[src/hw/rtl/stg_pkg.sv]
// Package for the swept tone generator: shared constants, codes, structs and
// the quarter-wave sine table builder. No dependencies.
package stg_pkg;

  localparam int unsigned PHASE_BITS     = 32;
  localparam int unsigned COUNT_BITS     = 32;
  localparam int unsigned SINE_ADDR_BITS = 10;
  localparam int unsigned FULL_SCALE     = 32767;

  localparam logic [63:0] HALF_PI_Q30 = 64'd1686629713;

  localparam logic [2:0] WAVE_SINE     = 3'd0;
  localparam logic [2:0] WAVE_SQUARE   = 3'd1;
  localparam logic [2:0] WAVE_SAWTOOTH = 3'd2;
  localparam logic [2:0] WAVE_TRIANGLE = 3'd3;
  localparam logic [2:0] WAVE_SILENCE  = 3'd4;

  localparam logic [2:0] RAMP_OFF    = 3'd0;
  localparam logic [2:0] RAMP_UP     = 3'd1;
  localparam logic [2:0] RAMP_DOWN   = 3'd2;
  localparam logic [2:0] RAMP_BOUNCE = 3'd3;

  localparam logic [2:0] REG_WAVEFORM_SELECT = 3'd0;
  localparam logic [2:0] REG_AMPLITUDE       = 3'd1;
  localparam logic [2:0] REG_FIXED_INCREMENT = 3'd2;
  localparam logic [2:0] REG_SWEEP_MODE      = 3'd3;
  localparam logic [2:0] REG_START_INCREMENT = 3'd4;
  localparam logic [2:0] REG_END_INCREMENT   = 3'd5;
  localparam logic [2:0] REG_RAMP_PERIOD     = 3'd6;
  localparam logic [2:0] REG_SECTION_LENGTH  = 3'd7;

  typedef struct packed {
    logic [2:0]  waveform_select;
    logic [15:0] amplitude;
    logic [31:0] fixed_increment;
    logic [2:0]  sweep_mode;
    logic [31:0] start_increment;
    logic [31:0] end_increment;
    logic [31:0] ramp_period;
    logic [31:0] section_length;
  } cfg_t;

  typedef struct packed {
    logic start;
    logic restart;
    logic wave;
    logic mul1;
    logic mul2;
    logic div_load;
    logic div_step;
    logic psel;
    logic offset;
    logic inc;
    logic finish;
  } cmd_t;

  typedef struct packed {
    logic div_needed;
    logic div_last;
  } status_t;

  // Q15 value of sin(pi/2 * k / 2^abits) by an integer Taylor series.
  function automatic logic [15:0] sine_entry(int unsigned k, int unsigned abits);
    logic [63:0] x;
    logic [63:0] x2;
    logic [63:0] term;
    logic signed [63:0] sum;
    logic [63:0] v;
    x = (64'(k) * HALF_PI_Q30) >> abits;
    x2 = (x * x) >> 30;
    term = x;
    sum = $signed(x);
    for (int unsigned n = 1; n <= 8; n++) begin
      term = ((term * x2) >> 30) / 64'((2 * n) * (2 * n + 1));
      if (n[0]) begin
        sum = sum - $signed(term);
      end else begin
        sum = sum + $signed(term);
      end
    end
    if (sum < 0) begin
      sum = 0;
    end
    v = (64'(sum) + 64'd16384) >> 15;
    if (v > 64'd32768) begin
      v = 64'd32768;
    end
    return v[15:0];
  endfunction

endpackage

[src/hw/rtl/stg_ctrl.sv]
// Sequencer of the swept tone generator: steps the datapath through one
// request and owns the handshakes. Depends on stg_pkg for cmd_t and status_t.
module stg_ctrl (
  input  logic             clk_i,
  input  logic             rst_ni,
  input  logic             in_valid_i,
  output logic             in_ready_o,
  input  logic             restart_i,
  output logic             out_valid_o,
  input  logic             out_ready_i,
  input  stg_pkg::status_t status_i,
  output stg_pkg::cmd_t    cmd_o
);

  typedef enum logic [3:0] {
    S_IDLE,
    S_ROMRD,
    S_WAVE,
    S_MUL1,
    S_MUL2,
    S_DIV,
    S_PSEL,
    S_OFFSET,
    S_INC,
    S_FINISH
  } state_e;

  state_e state_q;
  logic   out_valid_q;
  logic   out_valid_d;
  logic   slot_free;

  assign slot_free = !out_valid_q || out_ready_i;

  always_comb begin
    out_valid_d = out_valid_q && !out_ready_i;
    if ((state_q == S_FINISH) && slot_free) begin
      out_valid_d = 1'b1;
    end
  end

  always_ff @(posedge clk_i or negedge rst_ni) begin
    if (!rst_ni) begin
      state_q <= S_IDLE;
      out_valid_q <= 1'b0;
    end else begin
      out_valid_q <= out_valid_d;
      case (state_q)
        S_IDLE: begin
          if (in_valid_i) begin
            state_q <= S_ROMRD;
          end
        end
        S_ROMRD:  state_q <= S_WAVE;
        S_WAVE:   state_q <= S_MUL1;
        S_MUL1:   state_q <= S_MUL2;
        S_MUL2:   state_q <= status_i.div_needed ? S_DIV : S_PSEL;
        S_DIV: begin
          if (status_i.div_last) begin
            state_q <= S_PSEL;
          end
        end
        S_PSEL:   state_q <= S_OFFSET;
        S_OFFSET: state_q <= S_INC;
        S_INC:    state_q <= S_FINISH;
        S_FINISH: begin
          if (slot_free) begin
            state_q <= S_IDLE;
          end
        end
        default:  state_q <= S_IDLE;
      endcase
    end
  end

  always_comb begin
    cmd_o = '0;
    cmd_o.start    = (state_q == S_IDLE) && in_valid_i;
    cmd_o.restart  = restart_i;
    cmd_o.div_load = (state_q == S_ROMRD);
    cmd_o.wave     = (state_q == S_WAVE);
    cmd_o.mul1     = (state_q == S_MUL1);
    cmd_o.mul2     = (state_q == S_MUL2);
    cmd_o.div_step = (state_q == S_DIV);
    cmd_o.psel     = (state_q == S_PSEL);
    cmd_o.offset   = (state_q == S_OFFSET);
    cmd_o.inc      = (state_q == S_INC);
    cmd_o.finish   = (state_q == S_FINISH) && slot_free;
  end

  assign in_ready_o = (state_q == S_IDLE);
  assign out_valid_o = out_valid_q;

endmodule

[config.mk]
export PLATFORM = sky130hd
export DESIGN_NAME = stg_ctrl
export DESIGN_NICKNAME = d
export VERILOG_FILES = /design/src/hw/rtl/stg_pkg.sv /design/src/hw/rtl/stg_ctrl.sv
export SDC_FILE = /design/constraint.sdc
export NUM_CORES = 1
export LEC_CHECK = 0
export BUFFER_PORTS_ARGS = -buffer_cell sky130_fd_sc_hd__buf_4
export CORE_AREA = 3 3 40 42
export CTS_CLUSTER_DIAMETER = 50
export DETAILED_ROUTE_END_ITERATION = 8
export DIE_AREA = 0 0 43 45
export GPL_TIMING_DRIVEN = 0
export PLACE_DENSITY_LB_ADDON = 0.25
export REMOVE_ABC_BUFFERS = 1
export SLEW_MARGIN = 30
export SYNTH_ARGS = -nofsm -noshare
export SYNTH_HDL_FRONTEND = slang
export SYNTH_SLANG_ARGS = --single-unit
[constraint.sdc]
create_clock -name clk_i -period 1.35 [get_ports clk_i]
set_input_delay 0.27 -clock clk_i [delete_from_list [all_inputs] [get_ports clk_i]]
set_output_delay 0.27 -clock clk_i [all_outputs]
set_load 0.01 [all_outputs]
==> flow_metrics.env <==
export IMPL_clk_latency_ps=250
export IMPL_whs_ps=368
export IMPL_async_flop_share_pct=100
export IMPL_synth_seq_cells=5
export IMPL_via_per_inst=4.92
export IMPL_finish_utilization_pct=61.8
export IMPL_cts_sinks=5
export IMPL_antenna_found_initial=0
export IMPL_finalSetupTns_ps=-1260
export IMPL_met1_usage_pct=14.7
export IMPL_synthTopCellsByArea="dfrtp_1 34%, nand2b_1 10%, nor3_1 6.8%"
export IMPL_cts_tree="built"
export IMPL_endpoint_kind="primary output"
export IMPL_multi_input_area_sq_um=307
export IMPL_syn_inst=42
export IMPL_power_leakage_uw=0.000354
export IMPL_fillers=120
export IMPL_grtUsageTotal_pct=12.8
export IMPL_synthTopCellsByCount="6 x nand2b_1, 5 x dfrtp_1, 5 x nor2_1, 5 x nor3_1, 3 x buf_2"
export IMPL_avgSynthCellArea_sq_um=8.73
export IMPL_num_vias=438
export IMPL_r2r_start="state_q[3]"
export IMPL_fmax_mhz=646
export IMPL_core_sq_um=1280
export IMPL_top_usage_layer="met2"
export IMPL_rsz0062_at_grt="true"
export IMPL_p_per_area_nw_per_um2=2480
export IMPL_dieArea_sq_um=1940
export IMPL_routedWlPerCell_um=14.2
export IMPL_grt_pass1_wl_um=1870
export IMPL_wirelength_um=1260
export IMPL_drt_iter0_drc=1
export IMPL_firstDrtPassIters=2
export IMPL_areaGrowthSynthToFinish_pct=117
export IMPL_violations="setup timing"
export IMPL_diodes=0
export IMPL_final_seq_area_sq_um=130
export IMPL_reg2reg_slack_ps=50
export IMPL_ys_seq_area_share_pct=34.1
export IMPL_worstRegToRegCells=5
export IMPL_ys_warn_count=0
export IMPL_hold_path_class="input pin to asynchronous set/reset pin"
export IMPL_crit_type="register to primary output"
export IMPL_synth_area_sq_um=367
export IMPL_drive_gt1_share_pct=74.3
export IMPL_grt_ovfl_total=0
export IMPL_placed_cells=69
export IMPL_timing_final_ws_setup_ps=-197
export IMPL_layout_cells_non_filler=89
export IMPL_initial_core_util_pct=28.5
export IMPL_worst_pin_slew_ps=229
export IMPL_row_count=13
export IMPL_cts_made_buffers=3
export IMPL_status="complete, but fails checks"
export IMPL_setup_viol=11
export IMPL_synth_cell_types=21
export IMPL_path_clk_slew_ps=50
export IMPL_finalCritPeriodShare_pct=115
export IMPL_drc_errors=0
export IMPL_period_minus_slack_ps=1550
export IMPL_grt_met2_usage_pct=23.7
export IMPL_critPathLaunchType="register"
export IMPL_synth_most_common_cell="nand2b_1"
export IMPL_clockBufferDepth=2
export IMPL_h_tree_depth=1
export IMPL_synth_top_area_share_pct=34.1
export IMPL_place_gp_congestion=0.693
export IMPL_clock_root_buffer="clkbuf_4"
export IMPL_port_buffers=17
export IMPL_grt_met3_usage_pct=1.99
export IMPL_skew_ps=2.96
export IMPL_die_width_um=43
export IMPL_cp_arrival_ps=1280
export IMPL_drv_cap=0
export IMPL_synth_enable_flop_cells=0
export IMPL_cp_max_fo=5
export IMPL_hold_violations=0
export IMPL_grt_start_max_net_pins=8
export IMPL_fin_nets=82
export IMPL_maxSlewHeadroom_pct=84.7
export IMPL_maxSlewViolCount=0
export IMPL_grt_pass1_vias=422
export IMPL_worst_ep_required_time_ps=1080
export IMPL_synth_area_leader_cell="dfrtp_1"
export IMPL_reg2reg_to="state_q[0]"
export IMPL_dpl_hpwl_um=623
export IMPL_ys_flop_type="dfrtp_1"
export IMPL_antenna_left=0
export IMPL_die_h_um=45
export IMPL_top_level_ports=20
export IMPL_ir_worst_vdd_mv=1.15
## power breakdown
group	internal [uW]	leakage (uW)	total, uW	switching (uW)
registers	224	0.0000591	374	149
logic	818	0.000280	1410	596
clock network	112	0.0000150	182	70.1
## metal layers
metal  routed length, um  up-vias
met5                   0        -
met4                  14        0
met3                  87        2
met2                 638       16
met1                 521      212
li1                    -      208
## worst max-delay path: stages (launching register included)
cell,delay (ps)
dfrtp_2,450
nor4_4,300
and2_1,160
buf_4,110
## layout by cell type (no fill, tap or decap), types with 2 or more instances in the layout
cell type,n
nor2_1,2
nor2_4,2
buf_12,2
a21oi_1,2
clkbuf_4,3
nand2b_1,3
buf_4,20
nor3_2,3
buf_6,10
nor3_4,2
o21ai_0,2
nand2b_4,4
dfrtp_2,4
## state kept, by name, summed over array words and instances (netlist names)
| register | count |
|---|---|
| state_q | 4 |
| out_valid_o | 1 |
## worst max path at each step
| stage | from | endpoint | slack (ps) | depth (start not counted) |
|---|---|---|---|---|
| 2_1_floorplan | state_q[1] | cmd_o[10] | -0.3 | 2 |
| 3_3_place_gp | state_q[1] | cmd_o[0] | -80 | 3 |
| 3_5_place_dp | state_q[1] | cmd_o[0] | -60 | 3 |
| 4_1_cts | state_q[2] | cmd_o[10] | -200 | 3 |
| 5_1_grt | state_q[1] | cmd_o[10] | -260 | 3 |
| 6_report | state_q[1] | cmd_o[10] | -200 | 3 |
## logic make-up (layout without fill, tap and decap cells)
kind of cell | count (synthesis) | after routing | synth area share, %
simple gates | 22 | 22 | 35.8
buf+inv | 5 | 37 | 9.21
compound gates | 9 | 9 | 18.4
xor+xnor | 1 | 1 | 2.39
flops | 5 | 5 | 34.1
## final cells by class
cell class | count | share of cell area (%)
clock buffer | 4 | 3.31
sequential | 5 | 16.4
multi-input combinational | 32 | 38.6
timing repair buffer | 33 | 39.4
tap | 15 | 2.36
## metrics by stage
step,worst slack (ps),cell area [sq um],power [uW]
2_1_floorplan,-0.292,333,720
3_3_place_gp,-84.2,479,991
3_5_place_dp,-61.5,479,994
4_1_cts,-202,676,1620
5_1_grt,-257,795,2080
6_report,-197,795,1970
## repair_timing
action                                  4_1_cts  5_1_grt
buffers inserted                              9        6
hold buffers                                  1        0
gates resized for setup                      18       16
pin swaps                                     2        5
endpoints found under the setup margin       11       11
endpoints found under the hold margin         5        0
No activity file was read; power rests on OpenSTA's default activity.
