$ cat config.mk
export PLATFORM = sky130hd
export DESIGN_NAME = stg_regs
export DESIGN_NICKNAME = d
export VERILOG_FILES = /design/src/hw/rtl/stg_pkg.sv /design/src/hw/rtl/stg_regs.sv
export SDC_FILE = /design/constraint.sdc
export NUM_CORES = 1
export LEC_CHECK = 0
export ABC_AREA = 1
export BUFFER_PORTS_ARGS = -buffer_cell sky130_fd_sc_hd__buf_4
export CAP_MARGIN = 0
export CELL_PAD_IN_SITES_DETAIL_PLACEMENT = 0
export CELL_PAD_IN_SITES_GLOBAL_PLACEMENT = 1
export CORE_MARGIN = 3
export CORE_UTILIZATION = 37
export CTS_CLUSTER_SIZE = 28
export DETAILED_ROUTE_END_ITERATION = 10
export GPL_ROUTABILITY_DRIVEN = 0
export HOLD_SLACK_MARGIN = 0.06
export PLACE_DENSITY_LB_ADDON = 0.25
export SETUP_SLACK_MARGIN = 0.15
export SLEW_MARGIN = 20
export SYNTH_ARGS = -nofsm -noshare
export SYNTH_HDL_FRONTEND = slang
export SYNTH_SLANG_ARGS = --single-unit
$ cat constraint.sdc
create_clock -name clk_i -period 0.9 [get_ports clk_i]
set_input_delay 0 -clock clk_i [delete_from_list [all_inputs] [get_ports clk_i]]
set_output_delay 0 -clock clk_i [all_outputs]
set_load 0.1 [all_outputs]
$ cat src/hw/rtl/stg_pkg.sv
// Package for the swept tone generator: shared constants, codes, structs and
// the quarter-wave sine table builder. No dependencies.
package stg_pkg;

  localparam int unsigned PHASE_BITS     = 32;
  localparam int unsigned COUNT_BITS     = 32;
  localparam int unsigned SINE_ADDR_BITS = 10;
  localparam int unsigned FULL_SCALE     = 32767;

  localparam logic [63:0] HALF_PI_Q30 = 64'd1686629713;

  localparam logic [2:0] WAVE_SINE     = 3'd0;
  localparam logic [2:0] WAVE_SQUARE   = 3'd1;
  localparam logic [2:0] WAVE_SAWTOOTH = 3'd2;
  localparam logic [2:0] WAVE_TRIANGLE = 3'd3;
  localparam logic [2:0] WAVE_SILENCE  = 3'd4;

  localparam logic [2:0] RAMP_OFF    = 3'd0;
  localparam logic [2:0] RAMP_UP     = 3'd1;
  localparam logic [2:0] RAMP_DOWN   = 3'd2;
  localparam logic [2:0] RAMP_BOUNCE = 3'd3;

  localparam logic [2:0] REG_WAVEFORM_SELECT = 3'd0;
  localparam logic [2:0] REG_AMPLITUDE       = 3'd1;
  localparam logic [2:0] REG_FIXED_INCREMENT = 3'd2;
  localparam logic [2:0] REG_SWEEP_MODE      = 3'd3;
  localparam logic [2:0] REG_START_INCREMENT = 3'd4;
  localparam logic [2:0] REG_END_INCREMENT   = 3'd5;
  localparam logic [2:0] REG_RAMP_PERIOD     = 3'd6;
  localparam logic [2:0] REG_SECTION_LENGTH  = 3'd7;

  typedef struct packed {
    logic [2:0]  waveform_select;
    logic [15:0] amplitude;
    logic [31:0] fixed_increment;
    logic [2:0]  sweep_mode;
    logic [31:0] start_increment;
    logic [31:0] end_increment;
    logic [31:0] ramp_period;
    logic [31:0] section_length;
  } cfg_t;

  typedef struct packed {
    logic start;
    logic restart;
    logic wave;
    logic mul1;
    logic mul2;
    logic div_load;
    logic div_step;
    logic psel;
    logic offset;
    logic inc;
    logic finish;
  } cmd_t;

  typedef struct packed {
    logic div_needed;
    logic div_last;
  } status_t;

  // Q15 value of sin(pi/2 * k / 2^abits) by an integer Taylor series.
  function automatic logic [15:0] sine_entry(int unsigned k, int unsigned abits);
    logic [63:0] x;
    logic [63:0] x2;
    logic [63:0] term;
    logic signed [63:0] sum;
    logic [63:0] v;
    x = (64'(k) * HALF_PI_Q30) >> abits;
    x2 = (x * x) >> 30;
    term = x;
    sum = $signed(x);
    for (int unsigned n = 1; n <= 8; n++) begin
      term = ((term * x2) >> 30) / 64'((2 * n) * (2 * n + 1));
      if (n[0]) begin
        sum = sum - $signed(term);
      end else begin
        sum = sum + $signed(term);
      end
    end
    if (sum < 0) begin
      sum = 0;
    end
    v = (64'(sum) + 64'd16384) >> 15;
    if (v > 64'd32768) begin
      v = 64'd32768;
    end
    return v[15:0];
  endfunction

endpackage

$ cat src/hw/rtl/stg_regs.sv
// Configuration register bank of the swept tone generator.
// Depends on stg_pkg for register indexes and the cfg_t struct.
module stg_regs (
  input  logic          clk_i,
  input  logic          rst_ni,
  input  logic          cfg_valid_i,
  output logic          cfg_ready_o,
  input  logic [2:0]    cfg_index_i,
  input  logic [31:0]   cfg_data_i,
  output stg_pkg::cfg_t cfg_o
);

  stg_pkg::cfg_t cfg_q;

  always_ff @(posedge clk_i or negedge rst_ni) begin
    if (!rst_ni) begin
      cfg_q.waveform_select <= stg_pkg::WAVE_SILENCE;
      cfg_q.amplitude       <= '0;
      cfg_q.fixed_increment <= '0;
      cfg_q.sweep_mode      <= '0;
      cfg_q.start_increment <= '0;
      cfg_q.end_increment   <= '0;
      cfg_q.ramp_period     <= '0;
      cfg_q.section_length  <= '0;
    end else if (cfg_valid_i) begin
      case (cfg_index_i)
        stg_pkg::REG_WAVEFORM_SELECT: cfg_q.waveform_select <= cfg_data_i[2:0];
        stg_pkg::REG_AMPLITUDE:       cfg_q.amplitude       <= cfg_data_i[15:0];
        stg_pkg::REG_FIXED_INCREMENT: cfg_q.fixed_increment <= cfg_data_i;
        stg_pkg::REG_SWEEP_MODE:      cfg_q.sweep_mode      <= cfg_data_i[2:0];
        stg_pkg::REG_START_INCREMENT: cfg_q.start_increment <= cfg_data_i;
        stg_pkg::REG_END_INCREMENT:   cfg_q.end_increment   <= cfg_data_i;
        stg_pkg::REG_RAMP_PERIOD:     cfg_q.ramp_period     <= cfg_data_i;
        stg_pkg::REG_SECTION_LENGTH:  cfg_q.section_length  <= cfg_data_i;
        default: begin
        end
      endcase
    end
  end

  assign cfg_ready_o = 1'b1;
  assign cfg_o = cfg_q;

endmodule

==> PnR_summary.wiki <==
{| class="wikitable"
! Metric !! Value
|-
| Status || finished, violations left
|-
| Failing checks || hold timing, setup timing
|-
| Delay of the slowest critical-path stage || 0.64 ns
|-
| Clk Tree Root Cell || sky130_fd_sc_hd__clkbuf_16
|-
| Quantity of I/O buffers inserted on ports || 219
|-
| Grt total ovfl || 0
|-
| Synthesized netlist net count || 838
|-
| Area fraction of the dominant cell type after synthesis || 64.2%
|-
| Crit. End Element || output port
|-
| Syn avg cell area || 8.81 µm²
|-
| Shortest period the worst path allows || approximately 1.2 ns
|-
| Maximum number of pins on one net before global-route repair || 47
|-
| Clock edge transition at the registers on the reported setup and hold paths || 0.06 ns
|-
| Final wirelength || about 25 mm
|-
| Required time worst endpoint || roughly 0.90 ns
|-
| RSZ-0062 raised after global routing || yes
|-
| Type of origin of the critical path || flop
|-
| Cell area after synthesis || 7050 µm²
|-
| Via density per instance || 4.94
|-
| Overall routing resource usage || 25.0%
|-
| Cells after Synth || 800
|-
| Hold slack || -0.0172 ns
|-
| Total core area || 18300 µm²
|-
| Number of pins exceeding their max-slew limit in the final report || 0
|-
| Effective utilization at floorplan || between 30% and 40%
|-
| Clock latency on the worst-skew pair || 0.42 ns
|-
| Initial antenna violation count || 0
|-
| Drt pass-1 iters || 5
|-
| Avg WL per Cell || 19.1 µm
|-
| Inserted Diodes || 0
|-
| Max FO, Critical Path || 2
|-
| CP Cell Sequence || buf_12
|-
| CP max-delay cell || sky130_fd_sc_hd__dfstp_4
|-
| FF+latch count, synth || 182
|-
| TritonCTS Buffers || 17
|-
| Post-layout nets || approximately 1100
|-
| Residual DRC count || 0
|-
| HPWL after DPL || 16.3 mm
|-
| Number of violations of the max-capacitance limit || 0
|-
| Cell type with the largest total area after synthesis || sky130_fd_sc_hd__dfrtp_1
|-
| Worst-case vdd ir drop || 0.00180 V
|-
| Total instance count after detailed placement || 1245
|-
| Crit path buffers/inverters || 1
|-
| Wire length of the first global-routing pass || 39.8 mm
|-
| Residual antenna-violating net count after detailed routing || 0
|-
| Fin crit share || 136%
|-
| CP Data Arrival Time || roughly 1.2 ns
|-
| Worst path setup slack after routing || -0.326 ns
|-
| Worst-case clock skew || 0 ns
|-
| Share of layout cells above drive strength 1 || 50.4%
|-
| Overall die height || approximately 140 µm
|-
| Number of fillers in the final layout || 1259
|-
| Number of global-route vias before repair || 6998
|-
| Sequential element share of the synthesized area || 64.6%
|-
| Timing-limited maximum frequency || 815 MHz
|-
| Number of buffers between clock root and the deepest sink || 2
|-
| Cell types with the largest area share after synthesis || sky130_fd_sc_hd__dfrtp_1 (64%), sky130_fd_sc_hd__nand2_1 (25%), sky130_fd_sc_hd__nand3_1 (5.9%)
|-
| Chip width || between 100 and 150 µm
|-
| Leakage power || slightly above 0.006 µW
|-
| Initial DRC Count || around 370
|-
| TNS Setup || -34.97 ns
|-
| Std-Cell Rows || 49
|-
| Detailed-route via count || 6512
|-
| Synthesis Warnings || 0
|-
| Type of the tightest min-delay check || input pin to flop
|-
| Cell area power density || 3100 nW/µm²
|-
| Area enclosed by the die boundary || about 21000 µm²
|-
| Synth-to-Final Area Change || 90.1%
|-
| Non-filler instance count after layout || ~1300
|-
| Maximum level of the CTS H-tree || 4
|-
| Worst Path Class, Setup || flop to output port
|-
| Final Setup Violations || 183
|-
| Max FFs per register || 182
|-
| Final Hold Violating Endpoints || 3
|-
| Library cells used by synthesis || 16
|-
| CTS hold repair buffers || 34
|-
| Number of top-level pins || 221
|-
| Number of clock sinks || 182
|-
| Top cell family by delay on the critical path || flip-flops
|-
| Clock tree from TritonCTS || built
|}
-- path summary, 6_finish.rpt --
check,startpoint,to,slack [ns],cells past startpoint
worst max-delay path,cfg_o[181]$_DFFE_PN1P_,cfg_o[181],-0.33,1
worst min-delay path,cfg_index_i[2],cfg_o[128]$_DFFE_PN0P_,-0.02,6
max in group asynchronous,rst_ni,cfg_o[113]$_DFFE_PN0P_,0.33,3
min in group asynchronous,rst_ni,cfg_o[67]$_DFFE_PN0P_,0.03,2
worst min register to register,cfg_o[128]$_DFFE_PN0P_,cfg_o[128]$_DFFE_PN0P_,0.54,2
worst max register to register,cfg_o[126]$_DFFE_PN0P_,cfg_o[126]$_DFFE_PN0P_,-0.02,4
-- synth_stat cells --
| master | n |
|---|---|
| sky130_fd_sc_hd__dfrtp_1 | 181 |
| sky130_fd_sc_hd__buf_1 | 1 |
| sky130_fd_sc_hd__nor2_1 | 4 |
| sky130_fd_sc_hd__nor2_2 | 2 |
| sky130_fd_sc_hd__inv_2 | 3 |
| sky130_fd_sc_hd__clkbuf_1 | 12 |
| sky130_fd_sc_hd__nand2_2 | 1 |
| sky130_fd_sc_hd__conb_1 | 1 |
| sky130_fd_sc_hd__buf_2 | 25 |
| sky130_fd_sc_hd__clkbuf_2 | 2 |
| sky130_fd_sc_hd__dfstp_2 | 1 |
| sky130_fd_sc_hd__nand3_1 | 83 |
| sky130_fd_sc_hd__buf_4 | 4 |
| sky130_fd_sc_hd__nor2_4 | 2 |
| sky130_fd_sc_hd__inv_1 | 3 |
| sky130_fd_sc_hd__nand2_1 | 475 |
-- stage by stage --
step / hold slack [ns] / setup WS [ns] / utilization, % / power, µW / instance area (µm²)
2_1_floorplan: -0.296 / -0.0608 / - / 24500 / 7740
3_3_place_gp: -0.0957 / -0.0840 / 54.2 / 28200 / 9930
3_5_place_dp: -0.0970 / -0.0855 / 54.2 / 28300 / 9930
4_1_cts: -0.0246 / -0.342 / 72.1 / 41300 / 13200
5_1_grt: 0.0189 / -0.353 / 73.1 / 42800 / 13400
6_report: -0.0172 / -0.326 / 73.1 / 41500 / 13400
-- per-layer routing --
metal | up-vias | routed length, µm | track usage (%) | share of wire [%]
li1 | 3019 | - | - | -
met1 | 3244 | 10500 | 33.4 | 42
met2 | 225 | 12700 | 41.0 | 50
met3 | 24 | 1700 | 6.75 | 6.7
met4 | 0 | 282 | 6.24 | 1.1
met5 | - | 0 | 0 | 0
-- report_power, final --
part           switching [µW]  leakage [µW]  internal [µW]
clock network            3190      0.000304           4810
logic                   13900       0.00386           6930
registers                1940       0.00205          10700
-- final cells by class --
| type | count | area [µm²] | share of cell area, % |
|---|---|---|---|
| multi-input cells | 568 | 2420 | 18.1 |
| inverters | 6 | 22.5 | 0.168 |
| repair buffers | 301 | 4800 | 35.8 |
| clock buffers | 21 | 460 | 3.44 |
| flip-flops and latches | 182 | 5240 | 39.1 |
| clock inverters | 11 | 171 | 1.28 |
| well taps | 229 | 287 | 2.14 |
-- cell families (layout without fill, tap and decap cells) --
family	Yosys count	count (layout)	share of synthesized area, %
buffers and inverters	50	339	3.35
other	1	1	0.0532
and+or+nand+nor	567	567	32.0
DFF	182	182	64.6
-- cells in the final DEF, fill, tap and decap left out --
master	n
sky130_fd_sc_hd__clkinv_4	2
sky130_fd_sc_hd__clkbuf_1	2
sky130_fd_sc_hd__clkinv_2	2
sky130_fd_sc_hd__bufinv_16	4
sky130_fd_sc_hd__nand3_1	83
sky130_fd_sc_hd__dfstp_4	1
sky130_fd_sc_hd__nand2_2	59
sky130_fd_sc_hd__buf_6	6
sky130_fd_sc_hd__conb_1	1
sky130_fd_sc_hd__dlygate4sd3_1	34
sky130_fd_sc_hd__dfrtp_4	180
sky130_fd_sc_hd__buf_4	66
sky130_fd_sc_hd__dfrtp_2	1
sky130_fd_sc_hd__nand2_1	417
sky130_fd_sc_hd__buf_12	194
sky130_fd_sc_hd__nor2_4	4
sky130_fd_sc_hd__inv_6	1
sky130_fd_sc_hd__nor2_2	4
sky130_fd_sc_hd__clkbuf_8	3
sky130_fd_sc_hd__inv_2	3
sky130_fd_sc_hd__inv_1	3
sky130_fd_sc_hd__clkinvlp_4	2
sky130_fd_sc_hd__clkbuf_16	17
-- repair_timing --
action                                 in CTS  in global routing
gates resized for setup                   547                 64
endpoints found under the hold margin     364                 20
setup buffers                               5                  2
pin swaps                                   0                  6
setup endpoints to repair                 183                233
Power figures use the tool's default switching activity.
